**src/ssd_pkg.sv**
```systemverilog
// Package: shared widths, status codes and payload types for the signed divider.
`timescale 1ns / 1ps
`default_nettype none
package ssd_pkg;

	localparam int DATA_WIDTH         = 32;
	localparam int DIV_BITS_PER_STAGE = 1;

	localparam logic [1:0] STATUS_OK       = 2'd0;
	localparam logic [1:0] STATUS_DIV_ZERO = 2'd1;
	localparam logic [1:0] STATUS_OVERFLOW = 2'd2;

	typedef struct packed {
		logic signed [DATA_WIDTH-1:0] dividend;
		logic signed [DATA_WIDTH-1:0] divisor;
	} ssd_req_t;

	typedef struct packed {
		logic signed [DATA_WIDTH-1:0] quotient;
		logic        [DATA_WIDTH-2:0] remainder_magnitude;
		logic        [1:0]            status;
	} ssd_rsp_t;

	// In-flight division: operand magnitudes, partial remainder, quotient so far.
	typedef struct packed {
		logic [DATA_WIDTH-1:0] amag;
		logic [DATA_WIDTH-1:0] bmag;
		logic [DATA_WIDTH-2:0] rem;
		logic [DATA_WIDTH-1:0] quo;
		logic                  negative;
		logic                  div_zero;
	} ssd_work_t;

endpackage
`default_nettype wire

```
**src/ssd_step.sv**
```systemverilog
// Divider stage: restoring shift-subtract over a fixed slice of quotient bits.
`timescale 1ns / 1ps
`default_nettype none
module ssd_step #(
	parameter int FIRST_BIT  = 31,
	parameter int STAGE_BITS = 1
) (
	input  wire                 clk,
	input  wire                 arst_n,
	input  wire                 in_valid,
	input  ssd_pkg::ssd_work_t  in_data,
	output logic                valid_s1,
	output ssd_pkg::ssd_work_t  data_s1
);
	import ssd_pkg::*;

	// abits[j] is the dividend bit brought down at step j of this slice
	logic [STAGE_BITS-1:0] abits;

	for (genvar j = 0; j < STAGE_BITS; j++) begin : g_bit
		assign abits[j] = in_data.amag[FIRST_BIT - j];
	end

	logic [DATA_WIDTH-1:0] trial;
	logic [DATA_WIDTH-1:0] diff;
	ssd_work_t             work;

	always_comb begin
		work = in_data;
		trial = '0;
		diff = '0;
		for (int j = 0; j < STAGE_BITS; j++) begin
			trial = {work.rem, abits[j]};
			diff  = trial - work.bmag;
			if (trial >= work.bmag) begin
				work.rem = diff[DATA_WIDTH-2:0];
				work.quo = {work.quo[DATA_WIDTH-2:0], 1'b1};
			end else begin
				work.rem = trial[DATA_WIDTH-2:0];
				work.quo = {work.quo[DATA_WIDTH-2:0], 1'b0};
			end
		end
	end

	always_ff @(posedge clk or negedge arst_n) begin
		if (!arst_n) begin
			valid_s1 <= 1'b0;
		end else begin
			valid_s1 <= in_valid;
		end
	end

	always_ff @(posedge clk) begin
		if (in_valid) begin
			data_s1 <= work;
		end
	end

endmodule
`default_nettype wire

```
**config.mk**
```make
export PLATFORM = sky130hd
export DESIGN_NAME = ssd_step
export DESIGN_NICKNAME = d
export VERILOG_FILES = /design/src/ssd_pkg.sv /design/src/ssd_step.sv
export SDC_FILE = /design/constraint.sdc
export NUM_CORES = 1
export LEC_CHECK = 0
export BUFFER_PORTS_ARGS = -buffer_cell sky130_fd_sc_hd__buf_2
export CORE_UTILIZATION = 52
export DETAILED_ROUTE_END_ITERATION = 16
export GPL_TIMING_DRIVEN = 0
export PLACE_DENSITY = 0.9
export SLEW_MARGIN = 20
export SYNTH_ARGS = -nofsm -noshare
export SYNTH_HDL_FRONTEND = slang
export SYNTH_SLANG_ARGS = --single-unit
export TNS_END_PERCENT = 1
```
**constraint.sdc**
```tcl
create_clock -name clk -period 1 [get_ports clk]
set_clock_uncertainty 0.05 [all_clocks]
set_input_delay 0.2 -clock clk [delete_from_list [all_inputs] [get_ports clk]]
set_output_delay 0.2 -clock clk [all_outputs]
set_load 0.03 [all_outputs]
```
**Yosys cells after proc, flatten, opt, wreduce, memory -nomap -nowiden**

Cells that the tools add are included.

- $add $sub $neg: 1
- Multiply operators: 0
- Div/mod/pow operators: 0
- $lt $le $gt $ge: 1
- Equality and inequality tests: 0
- Shift operators: 0
- Multiplexer cells: 1
- Bitwise gates (word level): 0
- Reductions and logical operators: 0

Operators with widths:

| operator | count |
|---|---|
| two-way mux 63 bit | 1 |
| greater-or-equal comparator 32 bit | 1 |
| subtractor 31 bit | 1 |

- Register bits after elaboration: 130
- Bits in latches: 0
- RAM bits: 0
- ROM bits: 0
- Output and inout bits: 130
- Memories kept: 0

**Longest topological paths before layout**

- Word-level depth: 2
- Mapped depth: 12

**Worst setup path after synthesis**

No wires, ideal clock.

- Path kind: input port to flip-flop
- Start point: input port in_data[128] in the netlist's numbering
- End point: register data_s1[50] in the netlist's numbering (data pin)
- Library setup time: 0.255 ns
- Data arrival time: 2.093 ns
- Required time: 0.695 ns
- Setup slack: -1.398 ns
- Stages on the path: 11
- Cell sequence: inv_1 ha_1 fa_1 nor2b_1 o31a_1 o21ai_1 a21bo_1 a31o_2 buf_6 and2_1 a31o_1

RTL lines:

| item | line | source |
|---|---|---|
| start: declaration | ssd_step.sv:11 | `input ssd_pkg::ssd_work_t in_data,` |
| end signal: assignment | ssd_step.sv:55 | `data_s1 <= work;` |
| end: declaration | ssd_step.sv:13 | `output ssd_pkg::ssd_work_t data_s1` |

==> metrics <==
sequential share of power 36.3%; NumNets Final 1025; maximum clock rate 404 MHz; post-synth net total 633; DRT iter0 DRCs 1162; CTS buffer count 17; Worst path max stage delay 0.37 ns; post-synth cell types 60; Hold Path Depth 3; Net Sw Frac 33.9%; max-cap check violation count 0; Worst VDD drop 0.00225 V; failing checks setup timing; CP Data Required Time 1.12 ns; Finished Layout Cells 1019; Logic pwr share 29.5%; unrepaired setup endpoints after global routing yes; Worst-path clk slew 0.06 ns; CTS root buf clkbuf_16; largest net degree at the start of global routing 74; Residual DRC 0; Final Hold Viols 0; Post-Route Utilization 93.7%; Ys Warns 0; I/O pin cnt 262; Min Clock Period, post-route 2.47 ns; CTS tree yes; cell depth of the worst setup path 11; Total GRT Usage 45.8%; DP Worst Slack -1.78 ns; DP Cell Count 872; Psw 6.51 mW; post-synthesis sequential area ratio 63.9%; power share of the clock group 34.1%; Cell Pwr Density 1800 nW/µm²; Hold Slack 0.0524 ns; H-tree depth 4; final wirelength 31100 µm; P&R area growth vs syn 75.5%; Die X-Extent 110 µm; setup TNS -75.17 ns; initial antenna violation count 1; fin crit share 247%; Starting Density 53.4%; setup ws final -1.47 ns; HP Class in2reg; total gr overflow 0; Worst Path Max Fanout 5; Worst Tran Pin Value 0.530 ns; fin. max-slew vios 0; count of final setup violators 162; internal cell power 12.7 mW; Main synth FF type edfxtp_1; crit path max-delay cell type a311oi_2; DIE HEIGHT 110 µm; first-pass GRT wire length 39000 µm; Max transition margin 64.6%; ys async rst share 0.769%; Critical Path End Type flop; post-synthesis average cell area 13.0 µm²; Post-Synthesis Cell Area 6100 µm²; vias per cell 6.58; layout cell share with drive strength beyond 1 46.2%; vias in the first global route 6515; clock tree sinks 130; critical-path cell list buf_2, inv_2, ha_4, nor2b_2, o31a_1, buf_4, o31ai_4, o311ai_4, a311oi_2, xor2_1, o21ai_1; vias post-DR 6702; IO Port Bufs 260; critical path data arrival time 2.59 ns; critical path class in2reg; Routed Antenna Nets 0; P_leak 4.60 nW; delay-heaviest family, CP compound AO/OA/AOI/OAI gates; Avg WL per Cell 30.5 µm; CTS max path bufs 2; DP HPWL 12800 µm; GPL Wtd Cong 0.864; Post-synth EDFFs 129; Die Footprint 12200 µm²; Yosys reg bits 130; status complete, but fails checks; # rows 39; cell count after synthesis 468; startpoint types primary input; core area 11400 µm²; Buf/Inv on CP 3; first-pass iteration count of the detailed router 10
flip-flops by register name (all words and copies together) (netlist names):
register	flops
valid_s1	1
data_s1	129
path summary, 6_finish.rpt:
| kind | start | end | slack, ns |
|---|---|---|---|
| worst min-delay path | in_data[50] | data_s1[51] | 0.05 |
| worst max-delay path | in_data[67] | data_s1[60] | -1.47 |
| max in group asynchronous | arst_n | valid_s1 | 0.67 |
| min in group asynchronous | arst_n | valid_s1 | 0.13 |
cell families after synthesis:
logic type               share of synthesized area, %
AND/OR/NAND/NOR                                  8.76
XOR/XNOR                                         2.87
buffers and inverters                            3.36
multiplexers                                    0.533
AO/OA/AOI/OAI                                    13.7
flip-flops                                       63.9
adder cells (fa/ha/maj)                          6.89
synth_stat cells (2+ instances only):
library cell	count	area, µm²
a2111o_1	2	22.5
a2111oi_0	2	17.5
a211oi_1	3	22.5
a21boi_0	3	22.5
a21o_1	13	97.6
a21oi_1	26	130
a31o_2	3	26.3
a31oi_1	2	12.5
and2_1	5	31.3
and3_1	4	25.0
and3b_1	2	17.5
and4_1	3	26.3
buf_2	5	25.0
buf_6	2	22.5
edfxtp_1	129	3870
ha_1	32	400
inv_1	40	150
mux2_2	2	22.5
nand2_1	48	180
nand2b_1	3	18.8
nand3_1	6	30.0
nand4_1	6	37.5
nor2_1	15	56.3
nor2b_1	2	12.5
nor3_1	4	20.0
o211ai_1	4	30.0
o21a_1	5	37.5
o21ai_0	37	185
o21ai_1	2	10.0
o21bai_1	4	30.0
o31ai_1	4	30.0
o31ai_2	3	37.5
or2_2	2	12.5
xnor2_1	6	52.6
xor2_1	14	123
layout make-up:
type	instances	area, µm²
Multi-Input combinational cell	289	2470
Sequential cell	130	3900
Antenna cell	3	7.51
Inverter	41	161
Clock inverter	14	158
Fill cell	305	714
Buffer	7	114
Timing Repair Buffer	374	3280
Tap cell	143	179
Clock buffer	18	429
power by group through the flow:
stage	combinational, mW	sequential (mW)	clock [mW]
2_1_floorplan	1.21	7.92	0
3_3_place_gp	3.43	6.85	0
3_5_place_dp	3.53	6.85	0
4_1_cts	4.77	6.89	6.17
5_1_grt	5.82	7.00	6.68
6_report	5.68	6.99	6.56
placed cells by master, fill, tap and decap left out, drive strengths merged, types with 3 or more instances in the layout:
| cell type | count |
|---|---|
| o21ai | 39 |
| a21boi | 3 |
| o21bai | 4 |
| nor2 | 15 |
| a31o | 4 |
| buf | 282 |
| a211oi | 3 |
| and4 | 3 |
| edfxtp | 129 |
| clkinv | 7 |
| inv | 44 |
| o31ai | 7 |
| nor3 | 4 |
| o211ai | 5 |
| and2 | 5 |
| xnor2 | 6 |
| nand4 | 7 |
| o21a | 5 |
| a21oi | 27 |
| nand2b | 3 |
| dlygate4sd3 | 98 |
| and3 | 4 |
| clkbuf | 19 |
| a21o | 13 |
| nand2 | 48 |
| ha | 32 |
| nand3 | 6 |
| xor2 | 14 |
| or2 | 3 |
| diode | 3 |
stage by stage:
step           total power [mW]  cell area (µm²)
4_1_cts                    17.8            10400
5_1_grt                    19.5            10700
6_report                   19.2            10700
2_1_floorplan              9.13             6110
3_5_place_dp               10.4             7620
3_3_place_gp               10.3             7590
layer usage:
metal	vias up	part of all wire, %	track usage (%)
met4	0	8.8	28.9
met5	-	0	0
li1	2569	-	-
met3	271	14	17.0
met2	803	45	72.4
met1	3059	32	52.4
timing repair:
| item | 4_1_cts | 5_1_grt |
|---|---|---|
| setup buffers | 8 | 6 |
| resized for setup | 338 | 65 |
| hold buffers | 98 | 0 |
| cloned | 1 | 0 |
| endpoints found under the hold margin | 98 | 0 |
| setup endpoints to repair | 162 | 234 |
| pin swaps | 27 | 15 |
(Power assumes the default switching activity.)
