**src/ssd_pkg.sv**
```systemverilog
// Package: shared widths, status codes and payload types for the signed divider.
`timescale 1ns / 1ps
`default_nettype none
package ssd_pkg;

	localparam int DATA_WIDTH         = 32;
	localparam int DIV_BITS_PER_STAGE = 1;

	localparam logic [1:0] STATUS_OK       = 2'd0;
	localparam logic [1:0] STATUS_DIV_ZERO = 2'd1;
	localparam logic [1:0] STATUS_OVERFLOW = 2'd2;

	typedef struct packed {
		logic signed [DATA_WIDTH-1:0] dividend;
		logic signed [DATA_WIDTH-1:0] divisor;
	} ssd_req_t;

	typedef struct packed {
		logic signed [DATA_WIDTH-1:0] quotient;
		logic        [DATA_WIDTH-2:0] remainder_magnitude;
		logic        [1:0]            status;
	} ssd_rsp_t;

	// In-flight division: operand magnitudes, partial remainder, quotient so far.
	typedef struct packed {
		logic [DATA_WIDTH-1:0] amag;
		logic [DATA_WIDTH-1:0] bmag;
		logic [DATA_WIDTH-2:0] rem;
		logic [DATA_WIDTH-1:0] quo;
		logic                  negative;
		logic                  div_zero;
	} ssd_work_t;

endpackage
`default_nettype wire

```
**src/ssd_prep.sv**
```systemverilog
// Input stage: operand magnitudes, sign of the result and divide-by-zero detect.
`timescale 1ns / 1ps
`default_nettype none
module ssd_prep (
	input  wire                 clk,
	input  wire                 arst_n,
	input  wire                 in_valid,
	input  ssd_pkg::ssd_req_t   req,
	output logic                valid_s1,
	output ssd_pkg::ssd_work_t  data_s1
);
	import ssd_pkg::*;

	logic [DATA_WIDTH-1:0] a_raw;
	logic [DATA_WIDTH-1:0] b_raw;
	ssd_work_t             work;

	assign a_raw = req.dividend;
	assign b_raw = req.divisor;

	always_comb begin
		work.amag     = a_raw[DATA_WIDTH-1] ? (~a_raw + 1'b1) : a_raw;
		work.bmag     = b_raw[DATA_WIDTH-1] ? (~b_raw + 1'b1) : b_raw;
		work.rem      = '0;
		work.quo      = '0;
		work.negative = a_raw[DATA_WIDTH-1] ^ b_raw[DATA_WIDTH-1];
		work.div_zero = (b_raw == '0);
	end

	always_ff @(posedge clk or negedge arst_n) begin
		if (!arst_n) begin
			valid_s1 <= 1'b0;
		end else begin
			valid_s1 <= in_valid;
		end
	end

	always_ff @(posedge clk) begin
		if (in_valid) begin
			data_s1 <= work;
		end
	end

endmodule
`default_nettype wire

```
**config.mk**
```make
export PLATFORM = sky130hd
export DESIGN_NAME = ssd_prep
export DESIGN_NICKNAME = d
export VERILOG_FILES = /design/src/ssd_pkg.sv /design/src/ssd_prep.sv
export SDC_FILE = /design/constraint.sdc
export NUM_CORES = 1
export LEC_CHECK = 0
export BUFFER_PORTS_ARGS = -buffer_cell sky130_fd_sc_hd__buf_2
export CORE_UTILIZATION = 47
export DETAILED_ROUTE_END_ITERATION = 8
export PLACE_DENSITY = 0.89
export SLEW_MARGIN = 20
export SYNTH_ARGS = -nofsm -noshare
export SYNTH_HDL_FRONTEND = slang
export SYNTH_SLANG_ARGS = --single-unit
```
**constraint.sdc**
```tcl
create_clock -name clk -period 0.8 [get_ports clk]
set_input_delay 0.04 -clock clk [delete_from_list [all_inputs] [get_ports clk]]
set_output_delay 0.04 -clock clk [all_outputs]
set_load 0.01 [all_outputs]
```
# [Yosys cells after proc, flatten, opt, wreduce, memory -nomap -nowiden]
# Index checks and enable logic that the tools add are counted.
[word_totals] out_inout_bits=130 regBits=67 input_bits=67 elab_cells=15
[classes] muxes=2 bitwise=3 add_sub_neg=2 n_reduce_logical=1
[op_table] cell="32-bit by 1-bit adder with 32-bit output, second input constant" count=2
[op_table] cell="32-bit NOT" count=2
[op_table] cell="31-bit two-way mux" count=2
[op_table] cell="32-bit zero test" count=1
[op_table] cell="1-bit XOR" count=1

# [Depth between registers and ports, before layout]
[logic_depth] word_depth=3 ltp_mapped=6 mapped_depth_nobuf=6

# [Worst setup path after synthesis]
# No wires, ideal clock.
[synth_path] kind="input -> register" start="in req[7] (netlist bit)" end="reg data_s1[0] (netlist bit) (data pin)" path_slack_ns=-1.134 setup_ns=0.150 t_required_ns=0.650 t_arrival_ns=1.784 path_buffers=1 cell_stages=5 path_cell_list="or4_4 > or4b_4 > buf_6 > or4_4 > nor3_2"
[synth_rtl] item="start, declared" line="ssd_prep.sv:8" text="input ssd_pkg::ssd_req_t req,"
[synth_rtl] item="end signal, assigned" line="ssd_prep.sv:40" text="data_s1 <= work;"
[synth_rtl] item="end, declared" line="ssd_prep.sv:10" text="output ssd_pkg::ssd_work_t data_s1"

==> impl_metrics.env <==
export IMPL_gr_usage_met1_pct=45.9
export IMPL_setup_viol=123
export IMPL_vias_per_cell=6.58
export IMPL_fin_nets=684
export IMPL_grt_pass1_wl_um=25600
export IMPL_place_inst=664
export IMPL_crit_end="data_s1[92]"
export IMPL_met3_usage_pct=10.4
export IMPL_synth_top_family_by_area="buffers and inverters"
export IMPL_post_route_period_util_pct=261
export IMPL_p_per_area_nw_per_um2=1540
export IMPL_core_rowCount=33
export IMPL_rsz0062_at_grt="true"
export IMPL_grt_overflow=0
export IMPL_hold_viol=0
export IMPL_synth_cells=343
export IMPL_wl_per_cell_um=31.7
export IMPL_root_buffer="clkbuf_8"
export IMPL_start_util_pct=48.8
export IMPL_preCtsSetupSlack_ns=-1.31
export IMPL_hold_path_startpoint="req[30]"
export IMPL_first_pass_iters=6
export IMPL_cts_made_buffers=9
export IMPL_worstMarginPinSlew_ns=0.626
export IMPL_critical_path_class="in2reg"
export IMPL_path_max_fanout=6
export IMPL_die_height_um=94.3
export IMPL_min_path_type="in2reg"
export IMPL_critPathArrivalTime_ns=2.18
export IMPL_yosysUniqueCellTypes=36
export IMPL_synth_compound_area_share_pct=10.2
export IMPL_critical_path_required_ns=0.89
export IMPL_place_gp_congestion=0.901
export IMPL_final_max_slew_violation_count=0
export IMPL_avgSynthCellArea_um2=11.7
export IMPL_synth_mux_area_share_pct=0
export IMPL_yosys_warnings=0
export IMPL_yosysSeqAreaShare_pct=50.1
export IMPL_p_total_mw=11.2
export IMPL_crit_path_start_kind="input port"
export IMPL_final_cells=725
export IMPL_multiInputGateArea_um2=2710
export IMPL_htree_levels=3
export IMPL_cts_sinks=67
export IMPL_register_area_um2=2010
export IMPL_portBuffers=133
export IMPL_cp_startpoint="req[7]"
export IMPL_dpl_hpwl_um=9080
export IMPL_cts_tree="done"
export IMPL_clkTransAtPathRegs_ns=0.08
export IMPL_whs_path_depth=2
export IMPL_grt_total_usage_pct=40.4
export IMPL_core_area_um2=8220
export IMPL_dieArea_um2=8900
export IMPL_layout_drive_gt1_share_pct=62.0
export IMPL_peakVddDrop_v=0.00108
export IMPL_postRouteAntennaNets=0
export IMPL_antenna_found_initial=3
export IMPL_slew_headroom_pct=57.9
export IMPL_synthAdderAreaFrac_pct=1.25
export IMPL_grt_max_degree=33
export IMPL_fp_dieW_um=94.3
export IMPL_fill_cells=283
export IMPL_synth_cell_area_um2=4010
export IMPL_vias=4769
export IMPL_area_delta_synth_final_pct=82.5
export IMPL_drv_cap=0
export IMPL_synthSimpleGateAreaFrac_pct=11.7
export IMPL_max_freq_mhz=479
export IMPL_num_io_pins=197
export IMPL_clock_path_buffers=2
export IMPL_wl_um=23000
export IMPL_grt_pass1_vias=4203
export IMPL_ys_ff_latch=67
export IMPL_status="finished with violations"
export IMPL_leakage_nw=3.22
export IMPL_synth_xor_area_share_pct=12.9
export IMPL_endpoint_kind="flop"
export IMPL_final_setup_worst_slack_ns=-1.29
export IMPL_drtIter0Drc=593
export IMPL_use_met2_pct=66.4
export IMPL_fin_crit_ns=2.09
export IMPL_violations="negative setup slack"
export IMPL_top_usage_layer="met2"
export IMPL_drc=0
==> layer usage <==
metal  part of all wire (%)  up-vias
li1                       -     1702
met1                     32     2187
met2                     42      660
met3                     16      214
met4                    9.5        6
met5                   0.48        -
==> layout make-up <==
cell class	count	area share, %
tap	105	1.80
antenna	2	0.0684
sequential	67	27.4
clock buffer	11	1.80
multi-input combinational	256	37.1
clock inverter	5	1.39
timing repair buffer	273	29.6
inverter	6	0.804
==> report_power, final <==
part | total, mW | leakage, nW | internal, mW | switching (mW)
logic | 3.09 | 2.45 | 1.33 | 1.76
registers | 4.50 | 0.657 | 4.30 | 0.199
clock network | 3.65 | 0.111 | 2.07 | 1.58
total | 11.2 | 3.22 | 7.70 | 3.54
==> synthesized netlist by cell type <==
cell      count  area (um^2)
a21oi_1       1         5.00
a31oi_1       1         6.26
and3_1        1         6.26
buf_1         1         3.75
buf_4        63          473
buf_6         1         11.3
clkbuf_1     11         41.3
conb_1        1         3.75
dfrtp_1       1         25.0
edfxtp_1     66         1980
ha_1          4         50.1
inv_1         6         22.5
nand2_1      16         60.1
nand2b_1      8         50.1
nand3_1       2         10.0
nand4_1       4         25.0
nand4b_1      3         26.3
nor2_1        7         26.3
nor2b_1       1         6.26
nor3_1        4         20.0
nor3_2        1         10.0
nor4_1       10         62.6
nor4b_1       1         8.76
o21ai_0      12         60.1
o31ai_1      15          113
o41ai_1      20          175
o41ai_2       3         48.8
or2_2         1         6.26
or3_1         9         56.3
or3b_1        1         8.76
or4_1         4         30.0
or4_4         2         22.5
or4b_2        2         20.0
or4b_4        1         13.8
xnor2_1      56          490
xor2_1        3         26.3
==> worst min path at each step <==
stage	to	slack, ns
finish	data_s1[0]	0.04
global route	data_s1[0]	0.02
CTS	data_s1[65]	0.0003
detailed placement	valid_s1	-0.18
global placement	valid_s1	-0.18
floorplan	valid_s1	-0.26
==> cell usage in the layout, fill, tap and decap left out, types with 4 or more instances in the layout <==
cell type,synthesis,final
buf_12,0,8
buf_2,0,104
buf_4,63,98
buf_6,1,49
buf_8,0,8
clkbuf_8,0,9
conb_1,1,63
dlygate4sd3_1,0,5
edfxtp_1,66,66
nand2_1,16,9
nand2_4,0,5
nand2b_1,8,5
nand4_1,4,4
nor2_1,7,5
nor3_4,0,5
nor4_1,10,4
nor4_4,0,6
o21ai_2,0,7
o31ai_4,0,13
o41ai_4,0,23
or3_1,9,5
or3_4,0,4
or4_4,2,6
xnor2_1,56,50
xnor2_2,0,6
==> worst max-delay path: stages <==
cell and delay, ns:
buf_6 0.09, or4_4 0.53, buf_4 0.16, or3_4 0.36, buf_12 0.17, buf_12 0.13, o41ai_4 0.50, xnor2_1 0.18
==> registers in the layout, summed over array words and instances (netlist names) <==
name,cells
data_s1,66
valid_s1,1
==> through the flow <==
step | TNS (ns) | hold slack [ns] | instance area [um^2] | utilization [%]
2_1_floorplan | -34.47 | -0.256 | 4820 | -
3_3_place_gp | -45.36 | -0.185 | 5780 | 70.4
3_5_place_dp | -49.51 | -0.182 | 5780 | 70.4
4_1_cts | -33.99 | 0.000302 | 6780 | 82.6
5_1_grt | -47.50 | 0.0235 | 7310 | 89.0
6_report | -47.02 | 0.0375 | 7310 | 89.0
==> logic make-up (layout without fill, tap and decap cells) <==
group	Yosys count	count (layout)
compound gates	52	52
fa+ha+maj	4	4
xor+xnor	59	59
simple gates	78	78
buf+inv	82	295
flops	67	67
other cells	1	65
==> repair_timing <==
action	in CTS	in global routing
hold endpoints to repair	3	1
resized for setup	108	68
pin swaps	33	48
gates cloned	0	1
hold buffers	4	1
setup endpoints to repair	121	121
setup buffers	20	25
(Power assumes the default switching activity.)
