`src/ssd_pkg.sv`:
```
// Package: shared widths, status codes and payload types for the signed divider.
`timescale 1ns / 1ps
`default_nettype none
package ssd_pkg;

	localparam int DATA_WIDTH         = 32;
	localparam int DIV_BITS_PER_STAGE = 1;

	localparam logic [1:0] STATUS_OK       = 2'd0;
	localparam logic [1:0] STATUS_DIV_ZERO = 2'd1;
	localparam logic [1:0] STATUS_OVERFLOW = 2'd2;

	typedef struct packed {
		logic signed [DATA_WIDTH-1:0] dividend;
		logic signed [DATA_WIDTH-1:0] divisor;
	} ssd_req_t;

	typedef struct packed {
		logic signed [DATA_WIDTH-1:0] quotient;
		logic        [DATA_WIDTH-2:0] remainder_magnitude;
		logic        [1:0]            status;
	} ssd_rsp_t;

	// In-flight division: operand magnitudes, partial remainder, quotient so far.
	typedef struct packed {
		logic [DATA_WIDTH-1:0] amag;
		logic [DATA_WIDTH-1:0] bmag;
		logic [DATA_WIDTH-2:0] rem;
		logic [DATA_WIDTH-1:0] quo;
		logic                  negative;
		logic                  div_zero;
	} ssd_work_t;

endpackage
`default_nettype wire

```
`src/ssd_post.sv`:
```
// Output stage: sign fix-up, overflow saturation and divide-by-zero result.
`timescale 1ns / 1ps
`default_nettype none
module ssd_post (
	input  wire                 clk,
	input  wire                 arst_n,
	input  wire                 in_valid,
	input  ssd_pkg::ssd_work_t  in_data,
	output logic                valid_s1,
	output ssd_pkg::ssd_rsp_t   rsp_s1
);
	import ssd_pkg::*;

	localparam logic [DATA_WIDTH-1:0] POS_MAX = {1'b0, {(DATA_WIDTH-1){1'b1}}};

	ssd_rsp_t rsp;

	always_comb begin
		priority if (in_data.div_zero) begin
			rsp.quotient            = '0;
			rsp.remainder_magnitude = in_data.amag[DATA_WIDTH-1] ? '1
			                          : in_data.amag[DATA_WIDTH-2:0];
			rsp.status              = STATUS_DIV_ZERO;
		end else if (!in_data.negative && in_data.quo[DATA_WIDTH-1]) begin
			// only the most negative value over minus one lands here
			rsp.quotient            = POS_MAX;
			rsp.remainder_magnitude = in_data.rem;
			rsp.status              = STATUS_OVERFLOW;
		end else begin
			rsp.quotient            = in_data.negative ? (~in_data.quo + 1'b1) : in_data.quo;
			rsp.remainder_magnitude = in_data.rem;
			rsp.status              = STATUS_OK;
		end
	end

	always_ff @(posedge clk or negedge arst_n) begin
		if (!arst_n) begin
			valid_s1 <= 1'b0;
		end else begin
			valid_s1 <= in_valid;
		end
	end

	always_ff @(posedge clk) begin
		if (in_valid) begin
			rsp_s1 <= rsp;
		end
	end

endmodule
`default_nettype wire

```
`config.mk`:
```
export PLATFORM = sky130hd
export DESIGN_NAME = ssd_post
export DESIGN_NICKNAME = d
export VERILOG_FILES = /design/src/ssd_pkg.sv /design/src/ssd_post.sv
export SDC_FILE = /design/constraint.sdc
export NUM_CORES = 1
export LEC_CHECK = 0
export ABC_AREA = 0
export BUFFER_PORTS_ARGS = -buffer_cell sky130_fd_sc_hd__buf_2
export CAP_MARGIN = 30
export CORE_MARGIN = 2
export CORE_UTILIZATION = 41
export DETAILED_ROUTE_END_ITERATION = 12
export MAX_ROUTING_LAYER = met4
export PLACE_DENSITY = 0.78
export SYNTH_ARGS = -nofsm -noshare
export SYNTH_HDL_FRONTEND = slang
export SYNTH_SLANG_ARGS = --single-unit
```
`constraint.sdc`:
```
create_clock -name clk -period 0.8 [get_ports clk]
set_input_delay 0.24 -clock clk [delete_from_list [all_inputs] [get_ports clk]]
set_output_delay 0.24 -clock clk [all_outputs]
set_load 0.03 [all_outputs]
```
=== Word-level counts from Yosys, hierarchy flattened ===
Cells that the tools add are included.

* Flip-flop bits (word level): 66
* Output and inout bits: 66
* Input bits: 132
* Logic and storage cells: 14

* Reductions and logical operators: 3
* Mux-type cells: 4
* Bitwise logic cells: 1
* Add/sub/neg operators: 1

{| class="wikitable"
|+ Operator list
! kind !! count
|-
| 2-to-1 mux 64 bit || 1
|-
| 2-to-1 mux 33 bit || 1
|-
| adder 32 x 1 -> 32 bit (second input constant) || 1
|-
| 2-to-1 mux 32 bit || 1
|-
| inverter 32 bit || 1
|-
| 2-to-1 mux 31 bit || 1
|-
| OR reduction 2 bit || 1
|-
| logical AND 1 bit || 1
|-
| zero test 1 bit || 1
|}

=== Depth between registers and ports, before layout ===
Gate-level depths: netlist of the first run.

* Depth in word-level cells: 5
* Depth in mapped cells: 6

=== Worst setup path after synthesis of the first run ===
No wires, ideal clock.

* Path type: input port to flip-flop
* Start: input port in_data[9] (netlist bit)
* End: register rsp_s1[47] (netlist bit), data pin
* Arrival time: 1,661 ps
* Slack: -1,119 ps
* Setup time: 258 ps
* Path buffers: 1
* Stages: 5
* Cell sequence: clkbuf_1 or4_1 nor4_2 a21oi_1 o221a_2

* Longest elaborated chain between the ends: 4

{| class="wikitable"
|+ RTL lines
! element !! RTL line !! source
|-
| start: declaration || ssd_post.sv:8 || <nowiki>input ssd_pkg::ssd_work_t in_data,</nowiki>
|-
| inverter 32 bit || ssd_post.sv:30 || <nowiki>rsp.quotient = in_data.negative ? (~in_data.quo + 1'b1) : in_data.quo;</nowiki>
|-
| adder 32 x 1 -> 32 bit || ssd_post.sv:30 ||
|-
| 2-to-1 mux 32 bit || ssd_post.sv:30 ||
|-
| 2-to-1 mux 64 bit || ssd_post.sv:24 || <nowiki>end else if (!in_data.negative && in_data.quo[DATA_WIDTH-1]) begin</nowiki>
|-
| end signal: assignment || ssd_post.sv:46 || <nowiki>rsp_s1 <= rsp;</nowiki>
|-
| end: declaration || ssd_post.sv:10 || <nowiki>output ssd_pkg::ssd_rsp_t rsp_s1</nowiki>
|}

No other way between the ends.
A chain may end at the register's enable or synchronous reset.

=== Final worst setup path of the first run ===
* Start: input port in_data[5] (netlist bit)
* End: register rsp_s1[63] (netlist bit), data pin

Same word-level chain as after synthesis.

==> reports/metrics.cfg, run 1 <==
[status]
outcome=finished with violations
violations=setup timing

[placement]
hpwlAfterDp_mm=8.86
place_inst=665
gp_congestion=0.961
pre_cts_ws_ns=-1.25
portBuffers=165

[final_layout]
nFillCells=486
drive_gt1_share_pct=63.4
nets=728
area_growth_pct=88.2
fin_util_pct=78.6
diodes=0
instances_no_fill=707

[floorplanning]
die_area_um2=9560
fp.dieH_um=97.8
start_util_pct=41.8
die_x_um=97.8
ios=198
row_count=34
core-area_um2=8640

[clocking]
cts_tree=yes
htree_levels=3
cts_buffers=9
root_buffer=clkbuf_8
clockBufferDepth=2
clock-sinks=66
path_clk_slew_ns=0.08

[sta]
setup_viol=96
period_share_pct=199
hold_viol_final=0
rsz0062_at_grt=yes
fmax_ghz=0.629
maxSlewViolCount=0
worst_pin_slew_ns=0.508
slew_headroom_pct=65.9
fin_crit_ns=1.59
setup_slack_ns=-0.790

[detailed_routing]
routedWlPerCell_um=21.6
routed_via_density=6.16
drtAntennaViolNets=0
drt_iter0_drc=395
detail_route.first_pass.iterations=6
vias=4358
drcViolationCount=0
routed_wl_mm=15.3

[setup_path]
crit_path_start=in_data[5]
critPathKind=primary input to flip-flop
start_kind=primary input
cp-end-kind=flip-flop
worstPathMaxFanout=5
critical_path_required_ns=0.97
critical_path_arrival_ns=1.76
endpoint=rsp_s1[63]$_SDFFCE_PP0P_

[synthesis]
synth_cell_types=49
synthTopCellsByArea=edfxtp_1 54%, o22a_1 7.3%, nor4_1 3.6%
syn-num-nets=458
synth_commonest_cells=65 x edfxtp_1, 30 x o22a_1, 28 x nor2_1
yosys_warnings=0
synthArstFlopShare_pct=1.52
synth_most_common_cell=edfxtp_1
syn-cell-area_um2=3610
synth_top_cell_by_area=edfxtp_1
syn_area_per_cell_um2=11.1
synthFlopType=edfxtp_1
synth-edff-count=65
synth_top_area_share_pct=54.1
ys_ff_latch=66
synth-seq-area-share_pct=54.8
netlist_instances=324

[grt]
grt_pass1_wl_mm=21.4
antenna_found_initial=0
gr-total-overflow=0
grt_pass1_vias=4220
grt_start_max_net_pins=39
grt_use_total_pct=29.3

[pwr]
peakVddDrop_mv=1.05
leakage_nw=2.79
powerDensity_nw_per_um2=1540

[hold_path]
min-delay-path-class=primary input to flip-flop

[flow_run]
drv_cap=0

[worst min-delay path by stage]
stage	from	end	slack [ns]	cells past startpoint
6_report	in_data[62]	rsp_s1[30]$_DFFE_PP_	0.19	2
3_3_place_gp	arst_n	valid_s1$_DFF_PN0_	0.01	1
2_1_floorplan	arst_n	valid_s1$_DFF_PN0_	-0.06	0
5_1_grt	in_data[121]	rsp_s1[26]$_DFFE_PP_	0.18	2
3_5_place_dp	arst_n	valid_s1$_DFF_PN0_	0.02	1
4_1_cts	in_data[62]	rsp_s1[30]$_DFFE_PP_	0.18	2
[routing by layer]
layer  GRT usage, %  part of all wire [%]  routed length, µm
met1           33.4                    35               5300
met2           49.5                    50               7690
met3           6.37                    10               1530
met4           13.1                   5.0                761
met5              -                     0                  0
[logic make-up (layout without fill, tap and decap cells)]
family | after synthesis | in the layout | share of synthesized area [%]
adders and majority gates | 2 | 2 | 0.694
DFF | 66 | 66 | 54.8
buffers and inverters | 43 | 315 | 4.55
AOI/OAI and AO/OA | 97 | 97 | 21.3
and+or+nand+nor | 116 | 119 | 18.7
[report_power, final]
group          internal (mW)  switching [mW]  total, mW
Sequential              4.16           0.150       4.31
Clock                   1.52            1.41       2.92
Combinational           1.48            1.71       3.18
[placed cells by master, fill, tap and decap left out, types with 6 or more instances in the layout]
cell type | netlist | layout
buf_2 | 2 | 88
buf_4 | 0 | 88
buf_6 | 0 | 96
buf_12 | 0 | 6
a21oi_1 | 15 | 8
a211oi_2 | 0 | 6
a31oi_1 | 6 | 6
clkbuf_8 | 0 | 10
nor3_1 | 12 | 6
or4_4 | 0 | 6
nand2_1 | 10 | 9
nor4_2 | 3 | 11
a311oi_2 | 0 | 6
inv_1 | 14 | 12
o22a_1 | 30 | 30
nand4_1 | 6 | 6
a21oi_2 | 0 | 7
edfxtp_1 | 65 | 65
nor2_1 | 28 | 24
nor4_4 | 1 | 9
[critical path, stage by stage]
cell	delay, ns
buf_8	0.10
or4_4	0.62
or3_4	0.37
o311a_1	0.31
nor4_2	0.12
[sequential cells by signal, summed over array words and instances (netlist names)]
signal / cells
valid_s1: 1
rsp_s1: 65
[per-stage QoR]
stage                     area [µm²]  power (mW)  setup TNS [ns]  hold WS (ns)
after detailed placement        5390        6.69          -52.63        0.0188
after global placement          5390        6.63          -50.73        0.0142
final                           6790        10.4          -39.55         0.186
after CTS                       6500        10.2          -38.81         0.182
after floorplan                 4010        5.65          -26.77       -0.0556
after global routing            6790        10.7          -42.22         0.183
[final cells by class]
| cell class | count | area (µm²) | area share (%) |
|---|---|---|---|
| Timing Repair Buffer | 284 | 2390 | 35.2 |
| Multi-Input combinational cell | 218 | 2030 | 29.9 |
| Sequential cell | 66 | 1980 | 29.1 |
| Clock buffer | 11 | 141 | 2.08 |
| Tap cell | 108 | 135 | 1.99 |
| Inverter | 15 | 57.6 | 0.848 |
| Clock inverter | 5 | 55.1 | 0.811 |
[timing repair]
action	4_1_cts	5_1_grt
setup buffers	14	9
resized for setup	215	44
hold endpoints to repair	1	0
cloned	3	0
pin swaps	34	28
endpoints found under the setup margin	129	97
hold buffers	1	0
Power figures use the tool's default switching activity.
==> run 2, diff against run 1 <==
--- a/config.mk
+++ b/config.mk
@@ -8,11 +8,11 @@
 export ABC_AREA = 0
 export BUFFER_PORTS_ARGS = -buffer_cell sky130_fd_sc_hd__buf_2
 export CAP_MARGIN = 30
-export CORE_MARGIN = 2
 export CORE_UTILIZATION = 41
 export DETAILED_ROUTE_END_ITERATION = 12
 export MAX_ROUTING_LAYER = met4
 export PLACE_DENSITY = 0.78
+export REMOVE_ABC_BUFFERS = 1
 export SYNTH_ARGS = -nofsm -noshare
 export SYNTH_HDL_FRONTEND = slang
 export SYNTH_SLANG_ARGS = --single-unit
==> reports/metrics.cfg, run 2 (synthesized netlist as in run 1, its figures left out) <==
[final_layout]
nets=743
fin_util_pct=84.3
final_cell_mix=103 x buf_6, 93 x buf_4, 86 x buf_2
layout_commonest_cell=buf_6
instances_no_fill=719
diodes=0
regMostFlops=rsp_s1
stdcell_area_um2=7060
top_regs=rsp_s1 x65, valid_s1 x1
drive_gt1_share_pct=63.4
largest_register_ffs=65
area_growth_pct=95.9

[grt]
grt_use_total_pct=34.3
gr-total-overflow=0
grt_pass1_wl_mm=22.4
antenna_found_initial=0
grt_pass1_vias=4260
grt_start_max_net_pins=34

[sta]
setup_viol=102
rsz0062_at_grt=yes
fin_crit_ns=1.90
fmax_ghz=0.527
slew_headroom_pct=58.0
hold_viol_final=0
tns_ns=-42.69
setup_slack_ns=-1.10
worst_pin_slew_ns=0.624
maxSlewViolCount=0
holdWs_ns=0.184
period_share_pct=237

[detailed_routing]
routed_wl_mm=17.1
drt_iter0_drc=581
drcViolationCount=0
vias=4562
drtAntennaViolNets=0
detail_route.first_pass.iterations=5
routedWlPerCell_um=23.8
routed_via_density=6.34

[setup_path]
critical_path_required_ns=0.90
worstPathMaxFanout=6
cp_cell_sequence=buf_6, or4_4, or3_4, o311a_1, nor4_1
start_kind=primary input
slowest_stage=or4_4
critPathKind=primary input to flip-flop
critical_path_arrival_ns=2.00
cp-end-kind=flip-flop
max_stage_delay_ns=0.64

[clocking]
clockBufferDepth=2
cts_buffers=9
htree_levels=3
cts_tree=yes
path_clk_slew_ns=0.08
clock-sinks=66
root_buffer=clkbuf_8

[pwr]
swShare_pct=29.7
pwr-share-seq_pct=38.7
powerDensity_nw_per_um2=1580
comb_power_share_pct=30.3
power.internal_mw=7.85
power.switching_mw=3.32
leakage_nw=2.99
power_mw=11.2
clkPwrFrac_pct=31.0
peakVddDrop_mv=0.895

[hold_path]
min_from=in_data[127]
hold_depth=2
min-delay-path-class=primary input to flip-flop
hold_path_end=rsp_s1[32]$_DFFE_PP_

[status]
outcome=finished with violations
violations=setup timing

[floorplanning]
die_area_um2=9170
ios=198
die_x_um=95.8
start_util_pct=43.0
fp.dieH_um=95.8
row_count=33
core-area_um2=8380

[flow_run]
drv_cap=0

[placement]
gp_congestion=0.927
portBuffers=165
place_inst=659
pre_cts_ws_ns=-1.38
placed_cell_area_um2=5230
hpwlAfterDp_mm=8.69

[run 2: cell count changes in the layout (fill, tap and decap cells not counted), sizes merged, moves of 2 or more]
cell      change
buf          +14
bufbuf        +2
bufinv        +2
clkinvlp      -2
[run 2: power groups by stage]
stage	clock network, mW	registers [mW]	logic (mW)
after floorplan	0	4.94	0.425
after global placement	0	4.30	2.28
after detailed placement	0	4.31	2.31
after CTS	3.49	4.31	3.09
after global routing	3.60	4.35	3.51
final	3.46	4.33	3.39
[run 2: routing by layer]
| layer | share of wire, % | vias to the layer above | track usage (%) |
|---|---|---|---|
| li1 | - | 1910 | - |
| met5 | 0 | - | - |
| met2 | 49 | 398 | 58.8 |
| met4 | 5.4 | 0 | 14.1 |
| met3 | 10 | 115 | 7.66 |
| met1 | 36 | 2139 | 38.9 |
[run 2: timing repair]
action | in CTS | in global routing
pin swaps | 54 | 44
hold buffers | 1 | 0
cloned | 5 | 2
gates resized for setup | 247 | 38
endpoints found under the setup margin | 103 | 108
hold endpoints to repair | 1 | 0
setup buffers | 26 | 12
[run 2: worst max-delay path by stage]
stage	start	end	slack [ns]	cells past startpoint
2_1_floorplan	in_data[7]	rsp_s1[44]$_SDFFCE_PP0P_	-1.37	4
3_3_place_gp	in_data[7]	rsp_s1[63]$_SDFFCE_PP0P_	-1.28	5
3_5_place_dp	in_data[7]	rsp_s1[63]$_SDFFCE_PP0P_	-1.38	5
4_1_cts	in_data[4]	rsp_s1[63]$_SDFFCE_PP0P_	-0.74	5
5_1_grt	in_data[7]	rsp_s1[63]$_SDFFCE_PP0P_	-1.16	5
6_report	in_data[7]	rsp_s1[63]$_SDFFCE_PP0P_	-1.10	5
[run 2: final cells by class]
| cell class | instances | area [µm²] |
|---|---|---|
| Timing Repair Buffer | 302 | 2710 |
| Fill cell | 410 | 1320 |
| Tap cell | 105 | 131 |
| Multi-Input combinational cell | 215 | 1940 |
| Inverter | 15 | 63.8 |
| Clock buffer | 9 | 124 |
| Sequential cell | 66 | 1980 |
| Clock inverter | 7 | 116 |
[run 2: critical path, delay by kind of cell]
kind	cells	cell delay (ns)
AND/OR/NAND/NOR	3	1.36
AO/OA/AOI/OAI	1	0.30
buffers and inverters	1	0.10
